File: src/rtl/rsmp_pkg.sv
// Package for the reservoir sampler: shared types, states and generator constants.
// Depends on nothing; used by rsmp_rem, reservoir_sampler_core and the test bench.
`timescale 1ns / 1ps

package rsmp_pkg;

    localparam logic [63:0] GOLDEN = 64'h9e3779b97f4a7c15;
    localparam logic [63:0] MIX1   = 64'hbf58476d1ce4e5b9;
    localparam logic [63:0] MIX2   = 64'h94d049bb133111eb;

    localparam logic [1:0] ACT_FREE    = 2'd0;
    localparam logic [1:0] ACT_REPLACE = 2'd1;
    localparam logic [1:0] ACT_DISCARD = 2'd2;
    localparam logic [1:0] ACT_READ    = 2'd3;

    localparam logic [0:0] REG_CAPACITY = 1'b0;
    localparam logic [0:0] REG_SEED     = 1'b1;

    typedef enum logic [3:0] {
        ST_IDLE,
        ST_LOOK,
        ST_RDWAIT,
        ST_LIMIT,
        ST_DRAW,
        ST_MIX1,
        ST_MIX2,
        ST_MIX3,
        ST_CHECK,
        ST_MOD,
        ST_WRITE,
        ST_OUT
    } state_t;

    // Request to the shared remainder unit and its reply.
    typedef struct packed {
        logic        start;
        logic [63:0] dividend;
        logic [63:0] divisor;
    } div_req_t;

    typedef struct packed {
        logic        busy;
        logic        done;
        logic [63:0] rem;
    } div_rsp_t;

endpackage

File: src/rtl/rsmp_rem.sv
// Bit-serial unsigned 64-bit remainder unit, one quotient bit per cycle.
// Depends on rsmp_pkg for its request and reply structs.
`timescale 1ns / 1ps

module rsmp_rem (
    input  logic               aclk,
    input  logic               aresetn,
    input  rsmp_pkg::div_req_t req,
    output rsmp_pkg::div_rsp_t rsp
);

    logic [63:0] rem_reg, rem_next;
    logic [63:0] dvd_reg, dvd_next;
    logic [63:0] dvs_reg, dvs_next;
    logic [6:0]  cnt_reg, cnt_next;
    logic        busy_reg, busy_next;
    logic        done_reg, done_next;
    logic [64:0] trial;

    always_comb begin
        rem_next  = rem_reg;
        dvd_next  = dvd_reg;
        dvs_next  = dvs_reg;
        cnt_next  = cnt_reg;
        busy_next = busy_reg;
        done_next = 1'b0;
        trial     = {rem_reg, dvd_reg[63]} - {1'b0, dvs_reg};
        if (req.start) begin
            rem_next  = '0;
            dvd_next  = req.dividend;
            dvs_next  = req.divisor;
            cnt_next  = 7'd64;
            busy_next = 1'b1;
        end else if (busy_reg) begin
            if (trial[64]) begin
                rem_next = {rem_reg[62:0], dvd_reg[63]};
            end else begin
                rem_next = trial[63:0];
            end
            dvd_next = {dvd_reg[62:0], 1'b0};
            cnt_next = cnt_reg - 7'd1;
            if (cnt_reg == 7'd1) begin
                busy_next = 1'b0;
                done_next = 1'b1;
            end
        end
    end

    always_ff @(posedge aclk) begin
        if (!aresetn) begin
            busy_reg <= 1'b0;
            done_reg <= 1'b0;
            cnt_reg  <= '0;
        end else begin
            busy_reg <= busy_next;
            done_reg <= done_next;
            cnt_reg  <= cnt_next;
        end
        rem_reg <= rem_next;
        dvd_reg <= dvd_next;
        dvs_reg <= dvs_next;
    end

    assign rsp.busy = busy_reg;
    assign rsp.done = done_reg;
    assign rsp.rem  = rem_reg;

endmodule

File: config.mk
export PLATFORM = sky130hd
export DESIGN_NAME = rsmp_rem
export DESIGN_NICKNAME = d
export VERILOG_FILES = /design/src/rtl/rsmp_pkg.sv /design/src/rtl/rsmp_rem.sv
export SDC_FILE = /design/constraint.sdc
export NUM_CORES = 1
export LEC_CHECK = 0
export BUFFER_PORTS_ARGS = -buffer_cell sky130_fd_sc_hd__buf_2
export CORE_UTILIZATION = 32
export CTS_BUF_LIST = sky130_fd_sc_hd__clkbuf_16
export CTS_CLUSTER_DIAMETER = 50
export CTS_CLUSTER_SIZE = 30
export DETAILED_ROUTE_END_ITERATION = 6
export PLACE_DENSITY = 0.56
export SYNTH_ARGS = -nofsm -noshare
export SYNTH_HDL_FRONTEND = slang
export SYNTH_SLANG_ARGS = --single-unit
export TNS_END_PERCENT = 30
File: constraint.sdc
create_clock -name aclk -period 2.9 [get_ports aclk]
set_input_delay 0.435 -clock aclk [delete_from_list [all_inputs] [get_ports aclk]]
set_output_delay 0.435 -clock aclk [all_outputs]
set_load 0.02 [all_outputs]
# After elaboration in Yosys (flattened, before gate mapping)
# Index checks and enable logic that the tools add are counted.
[classes] n_eq_ne=1 addsub=2 bitwise_logic=2 mux=9 reduce_logical=3
[op_table] cell="$mux 64" count=3
[op_table] cell="$sub 65x64->65" count=1
[op_table] cell="$mux 7" count=2
[op_table] cell="$eq 7x1->1 const B" count=1
[op_table] cell="$sub 7x1->7 const B" count=1
[op_table] cell="$mux 1" count=4
[op_table] cell="$reduce_or 3->1" count=1
[op_table] cell="$not 1->1" count=2
[op_table] cell="$reduce_bool 2->1" count=1
[op_table] cell="$reduce_or 2->1" count=1
[totals] elab_cells=24 in_bits=131 reg_bits=201 out_inout_bits=66

# Depth between registers and ports, before layout
[depth] depth_word=4 depth_mapped=15 mapped_depth_nobuf=13

# Worst setup path after synthesis
# Ideal clock, no wire load.
[synth_path] kind="register to register" startpoint="register rem_reg[0]" endpoint="register rem_reg[21]" path_stages_with_launch=14 setup_time_ns=0.116 path_buffers=1 slack_ns=-0.325 t_arrival_ns=3.109 period_less_slack_ns=3.225 t_required_ns=2.784 cell_sequence="dfxtp_1 inv_1 fa_1 nand2b_1 a21oi_1 o211ai_2 a211oi_2 o2111ai_1 and2_1 o221ai_4 buf_2 mux2i_1 nor2_1 a31o_2"
[synth_between] elab_chain_cells=2
[synth_rtl] element="start: declaration" line="rsmp_rem.sv:12" source="logic [63:0] rem_reg, rem_next;"
[synth_rtl] element="start signal: assignment" line="rsmp_rem.sv:59" source="rem_reg <= rem_next;"
[synth_rtl] element="$sub 65x64->65" line="rsmp_rem.sv:27" source="trial = {rem_reg, dvd_reg[63]} - {1'b0, dvs_reg};"
[synth_rtl] element="$mux 64" line="rsmp_rem.sv:35" source="if (trial[64]) begin"
# Every way passes these cells.
# A chain may end at the register's enable or synchronous reset.

# Worst setup path after layout
[layout_path] startpoint="register dvd_reg[63]" endpoint="register rem_reg[47]"
[layout_between] elab_chain_cells=2
[layout_rtl] element="start: declaration" line="rsmp_rem.sv:13" source="logic [63:0] dvd_reg, dvd_next;"
[layout_rtl] element="start signal: assignment" line="rsmp_rem.sv:60" source="dvd_reg <= dvd_next;"
[layout_rtl] element="$sub 65x64->65" line="rsmp_rem.sv:27"
[layout_rtl] element="$mux 64" line="rsmp_rem.sv:35"
# Every way passes these cells.

==> impl_metrics.tcl <==
set metrics [dict create \
    status "finished with violations" \
    violations "setup timing" \
    synth_edf_count 128 \
    cts_max_path_buffers 3 \
    postSynthCellCount 1224 \
    crit_path_end_kind "flip-flop" \
    finalCriticalPeriod_ns 3.33 \
    synth_area_sq_mm 0.0119 \
    ys.flop_type "edfxtp_1" \
    grt_max_degree 108 \
    slew_violations 0 \
    synth_commonest_cells "nor2_1, edfxtp_1, a21oi_1, nand2_1, inv_1" \
    grt_use_total_pct 17.9 \
    die_x_um 195 \
    hold_path_startpoint "req[7]" \
    hpwlAfterDp_um 25600 \
    grt_antenna_before_repair 6 \
    antenna_left 0 \
    grt_overflow 0 \
    avgSynthCellArea_sq_um 9.75 \
    multiInputGateArea_sq_mm 0.00628 \
    whs_path_depth 1 \
    ys_seq_area_share_pct 44.5 \
    yosysTopAreaCellShare_pct 32.2 \
    use_met1_pct 22.2 \
    top_usage_layer "met2" \
    timing.max_cap.violations 0 \
    design.core.area_sq_mm 0.0366 \
    path_max_fanout 6 \
    total_power_mw 10.1 \
    period_share_pct 115 \
    worstPathRequired_ns 3.30 \
    worstMarginPinSlew_ns 1.03 \
    met2_usage_pct 29.4 \
    vias 10807 \
    cts_buffers 30 \
    first_pass_iters 7 \
    r2r_cells 15 \
    powerDensity_mw_per_mm2 591 \
    grt_pass1_wl_um 55500 \
    groute.layer.met3.usage_pct 5.99 \
    die_area_sq_mm 0.0381 \
    hold_path_end "dvs_reg[7]$_DFFE_PP_" \
    seq_area_sq_mm 0.00532 \
    fin_ws_ns -0.426 \
    fill_cells 3531 \
    place_congestion 0.879 \
    syn_to_final_growth_pct 43.4 \
    dp_slack_ns -0.529 \
    rr_endpoint "rem_reg[47]$_SDFFE_PP0P_" \
    start_util_pct 32.6 \
    die_h_um 195 \
    skew_ns 0.0194 \
    wirelength_um 34900 \
    ys_warn_count 0 \
    post_drt_wl_per_cell_um 15.9 \
    cts_root_buffer "clkbuf_16" \
    clock_latency_ns 0.58 \
    grt_pass1_vias 10933 \
    async_flop_share_pct 0 \
    clock_sinks 201 \
    drive_gt1_share_pct 40.3 \
    cp-start-kind "flip-flop" \
    pin_count 197 \
    ys_ff_latch 201 \
    p_leak_nw 7.85 \
    synth_cell_types 75 \
    vias_per_cell 4.93 \
    portBuffers 196 \
    yosysMostFrequentCell "nor2_1" \
    remaining_drc_errors 0 \
    max_clock_freq_mhz 301 \
    vdd_drop_max_v 0.000480 \
    setup_viol 64 \
    fin_hold_ws_ns 0.0351 \
    worstSetupPathType "reg2reg" \
    synth_fp_nets 1422 \
    path_clk_slew_ns 0.06 \
    nets 1898 \
    yosys.area.top_type "edfxtp_1" \
    tritoncts "built" \
    post-route-util_pct 46.7 \
    rows 70 \
    h-tree-depth 1 \
    synth_area_leaders "edfxtp_1, dfxtp_1, ha_1" \
    rsz0062_at_grt "yes" \
    hold_path.class "in2reg" \
    rr_startpoint "dvd_reg[63]$_DFFE_PP_" \
    relSlewSlack_pct 31.1 \
    drt_iter0_markers 489 \
    critPathArrivalTime_ns 3.72 \
    reg2reg_slack_ns -0.43 \
    hold_violations 0 \
]
## stage by stage
stage	setup TNS, ns	std cells	cell area [sq um]
CTS	-23.84	2175	16700
finish	-21.84	2194	17100
floorplan	-0.479	1224	12000
global route	-35.52	2192	17100
detailed placement	-27.04	2110	15500
global placement	-23.58	2110	15500
## layout make-up
class | count | area share (%)
Clock inverter | 26 | 1.59
Timing Repair Buffer | 506 | 20.9
Inverter | 82 | 1.80
Multi-Input combinational cell | 879 | 36.7
Sequential cell | 201 | 31.1
Clock buffer | 30 | 4.39
Antenna cell | 2 | 0.0293
Tap cell | 468 | 3.42
## logic make-up after synthesis
group | Yosys count | synth area share [%]
simple gates | 331 | 12.6
fa+ha+maj | 67 | 7.09
compound gates | 335 | 18.5
buf+inv | 145 | 5.07
flops | 201 | 44.5
xor+xnor | 58 | 4.26
mux | 87 | 8.02
## placed cells by master (no fill, tap or decap), types with 9 or more instances in the layout
cell	instances
xor2_1	33
nor2b_1	9
xnor2_1	25
dfxtp_1	61
mux2i_1	14
inv_1	84
edfxtp_1	128
a21oi_1	109
nor3_1	13
mux2_2	64
nand4_1	19
buf_2	195
nor2_1	130
a211oi_1	45
o21ai_0	36
and3_1	14
a31oi_1	9
buf_6	9
nand2_1	81
ha_1	65
dfxtp_2	11
clkbuf_16	35
nand3_1	15
o21bai_1	10
buf_4	284
a21o_1	25
## power by group
part / switching, mW / internal, mW / total (mW)
Clock: 1.50 / 2.13 / 3.63
Sequential: 0.103 / 3.34 / 3.44
Combinational: 1.55 / 1.49 / 3.04
## worst max-delay path by stage
stage,start,end,slack (ns),cells past startpoint
after floorplan,dvd_reg[63]$_DFFE_PP_,rem_reg[25]$_SDFFE_PP0P_,-0.05,14
after global placement,dvd_reg[63]$_DFFE_PP_,rem_reg[56]$_SDFFE_PP0P_,-0.49,13
after detailed placement,dvd_reg[63]$_DFFE_PP_,rem_reg[56]$_SDFFE_PP0P_,-0.53,13
after CTS,dvd_reg[63]$_DFFE_PP_,rem_reg[25]$_SDFFE_PP0P_,-0.43,15
after global routing,dvd_reg[63]$_DFFE_PP_,rem_reg[47]$_SDFFE_PP0P_,-0.62,15
final,dvd_reg[63]$_DFFE_PP_,rem_reg[47]$_SDFFE_PP0P_,-0.43,15
## metal layers
metal  share of wire (%)  vias to the layer above
met5               0.066                        -
met4                 2.7                        4
met3                 8.2                       69
met2                  45                      278
met1                  44                     5019
li1                    -                     5437
## worst max-delay path: stages (launching register included)
cell       delay (ns)
edfxtp_1         0.35
inv_1            0.05
ha_2             0.19
fa_2             0.35
nand2b_4         0.16
a21oi_4          0.14
o211ai_2         0.13
a211oi_2         0.32
o2111ai_2        0.22
and2_4           0.25
o221ai_4         0.22
buf_6            0.17
buf_12           0.15
buf_6            0.12
mux2i_2          0.23
a211oi_2         0.09
## timing repair
item / CTS / global route
hold endpoints to repair: 2 / 0
pin swaps: 27 / 27
gates cloned: 2 / 6
setup endpoints to repair: 64 / 64
gates resized for setup: 22 / 41
hold buffers: 2 / 0
setup buffers: 5 / 11
Note: power is estimated with default switching activity, not from simulation.
